$ cat config.mk
export PLATFORM = sky130hd
export DESIGN_NAME = weekly_alarm_scheduler_top
export DESIGN_NICKNAME = d
export VERILOG_FILES = /design/src/design/was_pkg.sv /design/src/design/was_cfg.sv /design/src/design/was_table.sv /design/src/design/weekly_alarm_scheduler_top.sv
export SDC_FILE = /design/constraint.sdc
export NUM_CORES = 1
export LEC_CHECK = 0
export BUFFER_PORTS_ARGS = -buffer_cell sky130_fd_sc_hd__buf_2
export CAP_MARGIN = 20
export CELL_PAD_IN_SITES_DETAIL_PLACEMENT = 2
export CELL_PAD_IN_SITES_GLOBAL_PLACEMENT = 2
export CORE_MARGIN = 2
export CORE_UTILIZATION = 35
export DETAILED_ROUTE_END_ITERATION = 10
export GPL_ROUTABILITY_DRIVEN = 0
export PLACE_DENSITY_LB_ADDON = 0.1
export SLEW_MARGIN = 10
export SYNTH_ARGS = -nofsm -noshare
export SYNTH_HDL_FRONTEND = slang
export SYNTH_SLANG_ARGS = --single-unit
$ cat constraint.sdc
create_clock -name clk -period 10.45 [get_ports clk]
set_input_delay 2.09 -clock clk [delete_from_list [all_inputs] [get_ports clk]]
set_output_delay 2.09 -clock clk [all_outputs]
set_load 0.02 [all_outputs]
$ cat src/design/was_pkg.sv
`default_nettype none
package was_pkg;

    localparam int MAX_ENTRIES = 32;

    localparam logic [2:0] CMD_TICK    = 3'd0;
    localparam logic [2:0] CMD_CLEAR   = 3'd1;
    localparam logic [2:0] CMD_APPEND  = 3'd2;
    localparam logic [2:0] CMD_QUERY   = 3'd3;
    localparam logic [2:0] CMD_REFRESH = 3'd4;

    localparam logic [2:0] REG_SLEEP_EN   = 3'd0;
    localparam logic [2:0] REG_SLEEP_DAYS = 3'd1;
    localparam logic [2:0] REG_BED_HOUR   = 3'd2;
    localparam logic [2:0] REG_BED_MIN    = 3'd3;
    localparam logic [2:0] REG_WAKE_HOUR  = 3'd4;
    localparam logic [2:0] REG_WAKE_MIN   = 3'd5;
    localparam logic [2:0] REG_WKND_OFF   = 3'd6;
    localparam logic [2:0] REG_TIMEOUT    = 3'd7;

    localparam logic [1:0] KIND_NONE   = 2'd0;
    localparam logic [1:0] KIND_NORMAL = 2'd1;
    localparam logic [1:0] KIND_BED    = 2'd2;
    localparam logic [1:0] KIND_WAKE   = 2'd3;

    localparam logic [15:0] TIMEOUT_RESET = 16'd60000;
    localparam logic [7:0]  NONE_TIME     = 8'hff;

    typedef enum logic [1:0] {
        MODE_IDLE  = 2'd0,
        MODE_RING  = 2'd1,
        MODE_CHECK = 2'd2
    } mode_t;

    typedef struct packed {
        logic [6:0] days;
        logic [7:0] hour;
        logic [7:0] minute;
    } entry_t;

    typedef struct packed {
        logic        sleep_en;
        logic [6:0]  sleep_days;
        logic [7:0]  bed_hour;
        logic [7:0]  bed_minute;
        logic [7:0]  wake_hour;
        logic [7:0]  wake_minute;
        logic        weekends_off;
        logic [15:0] timeout;
    } cfg_t;

endpackage
`default_nettype wire

$ cat src/design/was_cfg.sv
`default_nettype none
module was_cfg
    import was_pkg::*;
(
    input  wire logic        clk,
    input  wire logic        rst_n,
    input  wire logic        wr_en,
    input  wire logic [2:0]  wr_index,
    input  wire logic [31:0] wr_data,
    output cfg_t             cfg
);
    cfg_t cfg_reg;

    always_ff @(posedge clk or negedge rst_n)
    begin
        if (!rst_n)
        begin
            cfg_reg <= '{timeout: TIMEOUT_RESET, default: '0};
        end
        else if (wr_en)
        begin
            case (wr_index)
                REG_SLEEP_EN:   cfg_reg.sleep_en     <= wr_data[0];
                REG_SLEEP_DAYS: cfg_reg.sleep_days   <= wr_data[6:0];
                REG_BED_HOUR:   cfg_reg.bed_hour     <= wr_data[7:0];
                REG_BED_MIN:    cfg_reg.bed_minute   <= wr_data[7:0];
                REG_WAKE_HOUR:  cfg_reg.wake_hour    <= wr_data[7:0];
                REG_WAKE_MIN:   cfg_reg.wake_minute  <= wr_data[7:0];
                REG_WKND_OFF:   cfg_reg.weekends_off <= wr_data[0];
                REG_TIMEOUT:    cfg_reg.timeout      <= wr_data[15:0];
                default:        cfg_reg              <= cfg_reg;
            endcase
        end
    end

    assign cfg = cfg_reg;
endmodule
`default_nettype wire

$ cat src/design/was_table.sv
`default_nettype none
module was_table
    import was_pkg::*;
#(
    parameter int AW = 5
)
(
    input  wire logic          clk,
    input  wire logic          wr_en,
    input  wire logic [AW-1:0] wr_addr,
    input  entry_t             wr_data,
    input  wire logic [AW-1:0] rd_addr,
    output entry_t             rd_data
);
    entry_t mem [2**AW];
    entry_t rd_reg;

    always_ff @(posedge clk)
    begin
        if (wr_en)
            mem[wr_addr] <= wr_data;
        rd_reg <= mem[rd_addr];
    end

    assign rd_data = rd_reg;
endmodule
`default_nettype wire

$ cat src/design/weekly_alarm_scheduler_top.sv
// Channel | Direction | Handshake           | Payload
// in      | input     | in_valid/in_stall   | command .. query_position
// out     | output    | out_valid/out_stall | alarm_fire .. today_has_alarm
// cfg     | input     | cfg_valid/cfg_ready | cfg_index, cfg_data
// One item at a time. Tick, clear and refresh go straight to ST_DONE and ST_OUT;
// append, query and the search step walk the table through one read port,
// one entry per cycle, in up to two passes.
// Reset clears all control state; the table holds garbage until appended.
// in_stall stays high from acceptance until the result word is taken;
// out_stall holds the result word in place.
`default_nettype none
module weekly_alarm_scheduler_top
    import was_pkg::*;
(
    input  wire logic        clk,
    input  wire logic        rst_n,
    input  wire logic        in_valid,
    output logic             in_stall,
    input  wire logic [2:0]  command,
    input  wire logic [2:0]  day_of_week,
    input  wire logic [4:0]  now_hour,
    input  wire logic [5:0]  now_minute,
    input  wire logic [31:0] now_ms,
    input  wire logic        notifier_idle,
    input  wire logic        link_authorized,
    input  wire logic        update_active,
    input  wire logic [6:0]  entry_days,
    input  wire logic [7:0]  entry_hour,
    input  wire logic [7:0]  entry_minute,
    input  wire logic [7:0]  query_position,
    output logic             out_valid,
    input  wire logic        out_stall,
    output logic             alarm_fire,
    output logic [1:0]       alarm_kind,
    output logic [7:0]       alarm_hour,
    output logic [7:0]       alarm_minute,
    output logic             next_valid,
    output logic [4:0]       next_hour,
    output logic [5:0]       next_minute,
    output logic [7:0]       display_hour,
    output logic [7:0]       display_minute,
    output logic [4:0]       query_result,
    output logic [5:0]       entry_count,
    output logic             today_has_alarm,
    input  wire logic        cfg_valid,
    output logic             cfg_ready,
    input  wire logic [2:0]  cfg_index,
    input  wire logic [31:0] cfg_data
);
    localparam int AW = (MAX_ENTRIES > 1) ? $clog2(MAX_ENTRIES) : 1;
    localparam int CW = $clog2(MAX_ENTRIES + 1);
    localparam logic [CW-1:0] MAXC = CW'(MAX_ENTRIES);

    typedef enum logic [4:0] {
        ST_IDLE = 5'b00001,
        ST_WALK = 5'b00010,
        ST_PICK = 5'b00100,
        ST_DONE = 5'b01000,
        ST_OUT  = 5'b10000
    } st_t;

    cfg_t cfg;
    was_cfg u_cfg (
        .clk(clk), .rst_n(rst_n), .wr_en(cfg_valid && cfg_ready),
        .wr_index(cfg_index), .wr_data(cfg_data), .cfg(cfg)
    );
    assign cfg_ready = 1'b1;

    logic          tw_en;
    logic [AW-1:0] tw_addr, tr_addr;
    entry_t        tw_data, tr_data;
    was_table #(.AW(AW)) u_table (
        .clk(clk), .wr_en(tw_en), .wr_addr(tw_addr), .wr_data(tw_data),
        .rd_addr(tr_addr), .rd_data(tr_data)
    );

    st_t st_reg, st_next;
    // item latched
    logic [2:0]  cmd_reg;
    logic [2:0]  dow_reg;
    logic [4:0]  hr_reg;
    logic [5:0]  mn_reg;
    logic [7:0]  qpos_reg;
    // walk
    logic [CW-1:0] idx_reg, idx_next;     // address issued
    logic          rv_reg;                 // read data valid
    logic          stop_reg, stop_next;
    logic [CW-1:0] total_reg, total_next;
    logic [CW-1:0] sel_reg, sel_next;
    logic          first_reg, first_next;
    logic          pass2_reg;
    logic [CW-1:0] pick_reg;
    // architectural state
    logic [CW-1:0] count_reg, count_next;
    mode_t         mode_reg, mode_next;
    logic [31:0]   rstart_reg, rstart_next;
    logic          av_reg, av_next;
    logic [4:0]    ah_reg, ah_next;
    logic [5:0]    am_reg, am_next;
    logic          bed_reg, bed_next, wake_reg, wake_next;
    logic [7:0]    sh_reg, sh_next, sm_reg, sm_next;
    logic          daily_reg, daily_next;
    logic          fire_reg, fire_next;
    logic [1:0]    kind_reg, kind_next;
    logic [7:0]    fh_reg, fh_next, fm_reg, fm_next;
    logic [4:0]    qres_reg, qres_next;

    logic [6:0] day;
    logic       hit, bad, later, walk_end, accept;
    logic [31:0] elapsed;

    always_comb
    begin
        day = 7'(8'd1 << dow_reg);
    end
    assign hit   = (tr_data.days & day) != 7'd0;
    assign bad   = (tr_data.hour >= 8'd24) || (tr_data.minute >= 8'd60);
    assign later = (tr_data.hour > {3'd0, hr_reg}) ||
                   (tr_data.hour == {3'd0, hr_reg} && tr_data.minute > {2'd0, mn_reg});
    assign elapsed = now_ms - rstart_reg;
    assign walk_end = (idx_reg >= count_reg) && !rv_reg;

    assign in_stall  = (st_reg != ST_IDLE);
    assign accept    = in_valid && !in_stall;
    assign out_valid = (st_reg == ST_OUT);
    assign tr_addr   = idx_reg[AW-1:0];
    assign tw_addr   = count_reg[AW-1:0];
    assign tw_data   = '{days: entry_days, hour: entry_hour, minute: entry_minute};
    assign tw_en     = accept && command == CMD_APPEND && count_reg < MAXC;

    always_comb
    begin
        st_next = st_reg;   idx_next = idx_reg;   stop_next = stop_reg;
        total_next = total_reg; sel_next = sel_reg; first_next = first_reg;
        count_next = count_reg; mode_next = mode_reg; rstart_next = rstart_reg;
        av_next = av_reg; ah_next = ah_reg; am_next = am_reg;
        bed_next = bed_reg; wake_next = wake_reg;
        sh_next = sh_reg; sm_next = sm_reg; daily_next = daily_reg;
        fire_next = fire_reg; kind_next = kind_reg; fh_next = fh_reg;
        fm_next = fm_reg; qres_next = qres_reg;
        case (st_reg)
            ST_IDLE:
            begin
                if (accept)
                begin
                    fire_next = 1'b0; kind_next = KIND_NONE; fh_next = '0;
                    fm_next = '0; qres_next = '0;
                    idx_next = '0; stop_next = 1'b0; total_next = '0;
                    sel_next = '0; first_next = 1'b0;
                    st_next = ST_DONE;
                    case (command)
                        CMD_TICK:
                        begin
                            if (!update_active)
                            begin
                                case (mode_reg)
                                    MODE_IDLE:
                                    begin
                                        if (bed_reg && {3'd0, now_hour} == cfg.bed_hour &&
                                            {2'd0, now_minute} == cfg.bed_minute)
                                        begin
                                            bed_next = 1'b0; fire_next = 1'b1;
                                            kind_next = KIND_BED; fh_next = cfg.bed_hour;
                                            fm_next = cfg.bed_minute;
                                        end
                                        else if (wake_reg &&
                                            {3'd0, now_hour} == cfg.wake_hour &&
                                            {2'd0, now_minute} == cfg.wake_minute)
                                        begin
                                            wake_next = 1'b0; fire_next = 1'b1;
                                            kind_next = KIND_WAKE; fh_next = cfg.wake_hour;
                                            fm_next = cfg.wake_minute;
                                        end
                                        else if (av_reg && now_hour == ah_reg &&
                                            now_minute == am_reg)
                                        begin
                                            av_next = 1'b0; fire_next = 1'b1;
                                            kind_next = KIND_NORMAL;
                                            fh_next = {3'd0, ah_reg};
                                            fm_next = {2'd0, am_reg};
                                        end
                                        if (fire_next)
                                        begin
                                            mode_next = MODE_RING;
                                            rstart_next = now_ms;
                                        end
                                    end
                                    MODE_RING:
                                    begin
                                        if (notifier_idle || elapsed > {16'd0, cfg.timeout})
                                            mode_next = MODE_CHECK;
                                    end
                                    default:
                                    begin
                                        sh_next = NONE_TIME; sm_next = NONE_TIME;
                                        daily_next = 1'b0;
                                        av_next = 1'b0; ah_next = '0; am_next = '0;
                                        mode_next = MODE_IDLE;
                                        if (link_authorized &&
                                            !(cfg.weekends_off && day_of_week > 3'd4))
                                            st_next = ST_WALK;
                                    end
                                endcase
                            end
                        end
                        CMD_CLEAR:
                        begin
                            count_next = '0; sh_next = NONE_TIME; sm_next = NONE_TIME;
                            mode_next = MODE_CHECK;
                        end
                        CMD_APPEND:
                        begin
                            if (count_reg < MAXC)
                                count_next = count_reg + CW'(1);
                            sh_next = NONE_TIME; sm_next = NONE_TIME;
                            mode_next = MODE_CHECK;
                            st_next = ST_WALK;
                        end
                        CMD_QUERY:
                        begin
                            sh_next = NONE_TIME; sm_next = NONE_TIME;
                            st_next = ST_WALK;
                        end
                        CMD_REFRESH:
                        begin
                            bed_next = 1'b0; wake_next = 1'b0;
                            if (cfg.sleep_en && (cfg.sleep_days &
                                7'(8'd1 << day_of_week)) != 7'd0)
                            begin
                                bed_next = 1'b1; wake_next = 1'b1;
                            end
                        end
                        default: st_next = ST_DONE;
                    endcase
                end
            end
            ST_WALK, ST_PICK:
            begin
                if (!stop_reg && idx_reg < count_reg)
                    idx_next = idx_reg + CW'(1);
                if (rv_reg && !stop_reg)
                begin
                    case (cmd_reg)
                        CMD_APPEND:
                            if (hit)
                            begin
                                sh_next = tr_data.hour; sm_next = tr_data.minute;
                                stop_next = 1'b1;
                            end
                        CMD_QUERY:
                            if (!pass2_reg)
                            begin
                                if (hit) total_next = total_reg + CW'(1);
                            end
                            else if (hit)
                            begin
                                if (sel_reg == pick_reg)
                                begin
                                    stop_next = 1'b1;
                                    if (!bad)
                                    begin
                                        sh_next = tr_data.hour; sm_next = tr_data.minute;
                                        qres_next = pick_reg[4:0];
                                    end
                                end
                                sel_next = sel_reg + CW'(1);
                            end
                        default:
                            if (bad)
                                stop_next = 1'b1;
                            else if (hit)
                            begin
                                daily_next = 1'b1;
                                if (!first_reg)
                                begin
                                    first_next = 1'b1;
                                    sh_next = tr_data.hour; sm_next = tr_data.minute;
                                end
                                if (later)
                                begin
                                    av_next = 1'b1; ah_next = tr_data.hour[4:0];
                                    am_next = tr_data.minute[5:0];
                                    stop_next = 1'b1;
                                end
                            end
                    endcase
                end
                if (stop_next || walk_end)
                begin
                    if (cmd_reg == CMD_QUERY && !pass2_reg && total_next != '0)
                    begin
                        st_next = ST_PICK;
                        idx_next = '0;
                    end
                    else
                        st_next = ST_DONE;
                end
            end
            ST_DONE: st_next = ST_OUT;
            ST_OUT:  if (!out_stall) st_next = ST_IDLE;
            default: st_next = ST_IDLE;
        endcase
    end

    always_ff @(posedge clk)
    begin
        if (accept)
        begin
            cmd_reg <= command; dow_reg <= day_of_week; hr_reg <= now_hour;
            mn_reg <= now_minute; qpos_reg <= query_position;
        end
    end

    always_ff @(posedge clk or negedge rst_n)
    begin
        if (!rst_n)
        begin
            st_reg <= ST_IDLE; idx_reg <= '0; rv_reg <= 1'b0;
            stop_reg <= 1'b0; total_reg <= '0; sel_reg <= '0; first_reg <= 1'b0;
            pass2_reg <= 1'b0; pick_reg <= '0;
            count_reg <= '0; mode_reg <= MODE_CHECK; rstart_reg <= '0;
            av_reg <= 1'b0; ah_reg <= '0; am_reg <= '0;
            bed_reg <= 1'b0; wake_reg <= 1'b0;
            sh_reg <= NONE_TIME; sm_reg <= NONE_TIME; daily_reg <= 1'b0;
            fire_reg <= 1'b0; kind_reg <= KIND_NONE; fh_reg <= '0; fm_reg <= '0;
            qres_reg <= '0;
        end
        else
        begin
            st_reg <= st_next; total_reg <= total_next; sel_reg <= sel_next;
            first_reg <= first_next;
            count_reg <= count_next; mode_reg <= mode_next; rstart_reg <= rstart_next;
            av_reg <= av_next; ah_reg <= ah_next; am_reg <= am_next;
            bed_reg <= bed_next; wake_reg <= wake_next;
            sh_reg <= sh_next; sm_reg <= sm_next; daily_reg <= daily_next;
            fire_reg <= fire_next; kind_reg <= kind_next; fh_reg <= fh_next;
            fm_reg <= fm_next; qres_reg <= qres_next;
            idx_reg <= idx_next;
            stop_reg <= stop_next;
            // a read is valid next cycle if issued in range while the walk continues
            rv_reg <= (st_reg == ST_WALK || st_reg == ST_PICK) && st_next == st_reg &&
                      !stop_next && idx_reg < count_reg;
            if (st_reg == ST_IDLE)
                pass2_reg <= 1'b0;
            else if (st_next == ST_PICK && st_reg == ST_WALK)
            begin
                // second pass: restart the walk, a position at or past today's count picks the first match
                pass2_reg <= 1'b1;
                pick_reg <= ({1'b0, qpos_reg} >= 9'(total_next)) ? '0 : CW'(qpos_reg);
            end
        end
    end

    assign alarm_fire      = fire_reg;
    assign alarm_kind      = kind_reg;
    assign alarm_hour      = fh_reg;
    assign alarm_minute    = fm_reg;
    assign next_valid      = av_reg;
    assign next_hour       = av_reg ? ah_reg : 5'd0;
    assign next_minute     = av_reg ? am_reg : 6'd0;
    assign display_hour    = sh_reg;
    assign display_minute  = sm_reg;
    assign query_result    = qres_reg;
    assign entry_count     = 6'(count_reg);
    assign today_has_alarm = daily_reg;
endmodule
`default_nettype wire

==> summary.md <==
| Metric | Value |
|---|---|
| Maximum clock insertion buffer count | 3 |
| Syn nets | 2579 |
| CP bufs+invs | 3 |
| Slew Viols, Final | 0 |
| NumNets Final | between 2000 and 3000 |
| Kind of critical path | primary input to flip-flop |
| Max Freq | about 150 MHz |
| Congestion Overflow GR | 0 |
| Crit path largest cell delay | roughly 460 ps |
| Syn. warnings | 0 |
| Initial antenna violation count | 16 |
| M3 GR Usage | under 10% |
| Detail Placement HPWL | between 70 and 80 mm |
| Largest register FFs | 736 |
| CP top delay family | compound AO/OA/AOI/OAI gates |
| Syn avg cell area | ~17 sq um |
| Via density per instance | approximately 5.4 |
| Initial cell density of the core | 35.2% |
| Synth Register Bits | ~970 |
| Post-cts sizing count | 0 |
| CP Data Arrival Time | about 7000 ps |
| CTS root buffer | clkbuf_16 |
| Clk_lat worst skew | about 700 ps |
| Max cap viols | 0 |
| Period utilization | approximately 62% |
| Die area | about 120000 sq um |
| Final setup viols | 0 |
| Most used DFF post-synth | edfxtp_1 |
| Synth Area in XOR/XNOR | around 1.6% |
| Asr flop ratio synth | a little under a fifth |
| Detailed Route WL | about 120 mm |
| Routed Antenna Nets | 0 |
| Top-count cell post-synth | edfxtp_1 |
| First-pass GRT wire length | around 180 mm |
| M1 GR Usage | 26.9% |
| EDFF count, synth | between 700 and 800 |
| Largest net degree at the start of global routing | about 110 |
| Vias in the first global route | 25200 |
| Vias | ~23000 |
| Place WS | 3170 ps |
| 1st-pass router iterations | 5 |
| Worst EP required | between 10000 and 15000 ps |
| Number of remaining DRC errors | 0 |
| Slowest CP cell | a221oi_2 |
| Worst vdd ir | 178 uV |
| Distinct cells, synth | 84 |
| Layout cell share with drive strength beyond 1 | approximately 30% |
| GRT busiest layer | met2 |
| Reg clk slew, reported paths | 60 ps |
| Syn Inst Count | between 2000 and 2500 |
| Die Ht | about 350 um |
| Minimum clock period | between 6000 and 7000 ps |
| Slack of the critical path | 3920 ps |
| H-tree depth | 3 |
| Pwr Total | between 0.01 and 0.015 W |
| Worst-path maximum fanout | 4 |
| Worst slew pin tran | between 1000 and 1500 ps |
| Seq/Total Area, Yosys | approximately two thirds |
| Gr usage total | about a fifth |
| PwrDens | approximately 220 nW/um^2 |
| Rows | 125 |
| DRT iter0 DRCs | 1610 |
| Min-Delay Path Class | flip-flop to flip-flop |
| Synth area leader | edfxtp_1 |
| Area share of and/or/nand/nor cells after synthesis | roughly 5% |
| CP cell instances | buf_2, inv_1, ha_1, inv_1, fa_1, a21o_1, a221oi_2, nor2b_1, o21a_1, o21ai_0, nand2b_1, a21oi_1, xnor2_1, ha_1, nand3_1, nor3_1, a221o_1, a211oi_1, a21oi_1, nor4_1, nand4_1, a2111oi_0, a31oi_1, mux2_1 |
| Avg WL per Cell | approximately 28 um |
| Fin Clk Skew | 37.2 ps |
| Slew margin rel. | about a quarter |
| Met2 Use GR | roughly 34% |
| Startpoint Class | primary input |
| Main combinational cell family by area after synthesis | multiplexers |
| Die width | 346 um |
| Setup repair bufs after CTS | 0 |
| # hold bufs at CTS | 0 |
| Synth Area in Adders | under 10% |
| CTS tree | done |
| Compound-Gate Fraction of Synth Area | between 4 and 5% |
| Synth top area share | a little under three fifths |
| Layout Area Growth over Synthesis | 15.8% |
| Unrepaired setup endpoints after global routing | false |
| Clock sinks | ~970 |
| Main area contributors after synthesis | edfxtp_1, mux4_2, dfrtp_1 |
| Post-synthesis mux area share | between 10% and 20% |
| Leakage | 16.1 nW |
| Top cells by count, synth | edfxtp_1, mux4_2, dfrtp_1 |
| Num CTS Buffers | roughly 110 |
| Setup TNS | 0 ps |
| Port Buf Inserts | around 170 |
| Element type at the critical path end | flip-flop |
| Num ports | 185 |
| Area of the mapped netlist | roughly 41000 sq um |
| Status | finished clean |
| Placeable core area | 116000 sq um |
| Endpoints failing hold | 0 |
==> cells by family after synthesis <==
family | Yosys count
adders and majority gates | 78
buffers and inverters | 204
other | 1
and+or+nand+nor | 411
muxes | 354
xor gates and xnor gates | 73
DFF | 969
AOI/OAI and AO/OA | 288
==> final timing paths <==
path                          startpoint              to  slack (ps)  depth (start not counted)
setup reg to reg           rstart_reg[0]     mode_reg[0]        5210                         22
min in group asynchronous          rst_n     pick_reg[4]        1420                          1
max in group asynchronous          rst_n  rstart_reg[12]        6990                          3
hold / removal             alarm_kind[0]   alarm_kind[0]         460                          2
setup / recovery               now_ms[0]     mode_reg[0]        3920                         24
hold reg to reg            alarm_kind[0]   alarm_kind[0]         460                          2
==> cells in the final DEF, fill, tap and decap left out, types with 60 or more instances in the layout <==
cell / n
a21oi_1: 60
buf_2: 167
clkbuf_16: 107
dfrtp_1: 156
edfxtp_1: 761
ha_1: 77
inv_1: 99
mux2_2: 110
mux4_2: 232
nand2_1: 120
nor2_1: 66
o21ai_0: 60
==> stage by stage <==
step	util [%]	area, sq um	hold WS (ps)	instances
2_1_floorplan	-	41000	440	2378
3_3_place_gp	37.8	43900	451	4015
3_5_place_dp	37.8	43900	455	4016
4_1_cts	40.8	47400	468	4216
5_1_grt	40.8	47400	507	4217
6_report	40.8	47400	461	4220
==> layout make-up <==
class | count | area (sq um)
multi-input combinational | 1205 | 12400
timing repair buffer | 219 | 1240
tap | 1524 | 1910
inverter | 99 | 372
clock inverter | 47 | 514
clock buffer | 153 | 2960
fill | 11100 | 68800
sequential | 969 | 28000
antenna | 4 | 10.0
==> per-layer routing <==
metal  share of wire, %  vias up
met3                3.8      165
met5              0.012        -
met1                 44    12200
li1                   -     9854
met4                2.0        2
met2                 50      473
==> worst register-to-register path, stage by stage, from the launching register on <==
cell and delay (ps):
dfrtp_1 340, ha_1 170, inv_1 60, fa_1 410, a21o_1 200, a221oi_2 460
nor2b_1 100, o21a_1 200, o21ai_0 150, nand2b_1 70, a21oi_1 190, xnor2_1 150
ha_1 270, nand3_1 120, nor3_1 60, a221o_1 320, a211oi_1 170, a21oi_1 100
nor4_1 370, nand4_1 140, a2111oi_0 340, a31oi_1 340, mux2_1 420
==> power by group <==
part / switching, W / total [W] / internal, W
Combinational: 0.00110 / 0.00204 / 0.000933
Clock: 0.00157 / 0.00374 / 0.00217
Sequential: 0.000238 / 0.00459 / 0.00436
Total: 0.00291 / 0.0104 / 0.00746
Note: power is estimated with default switching activity, not from simulation.
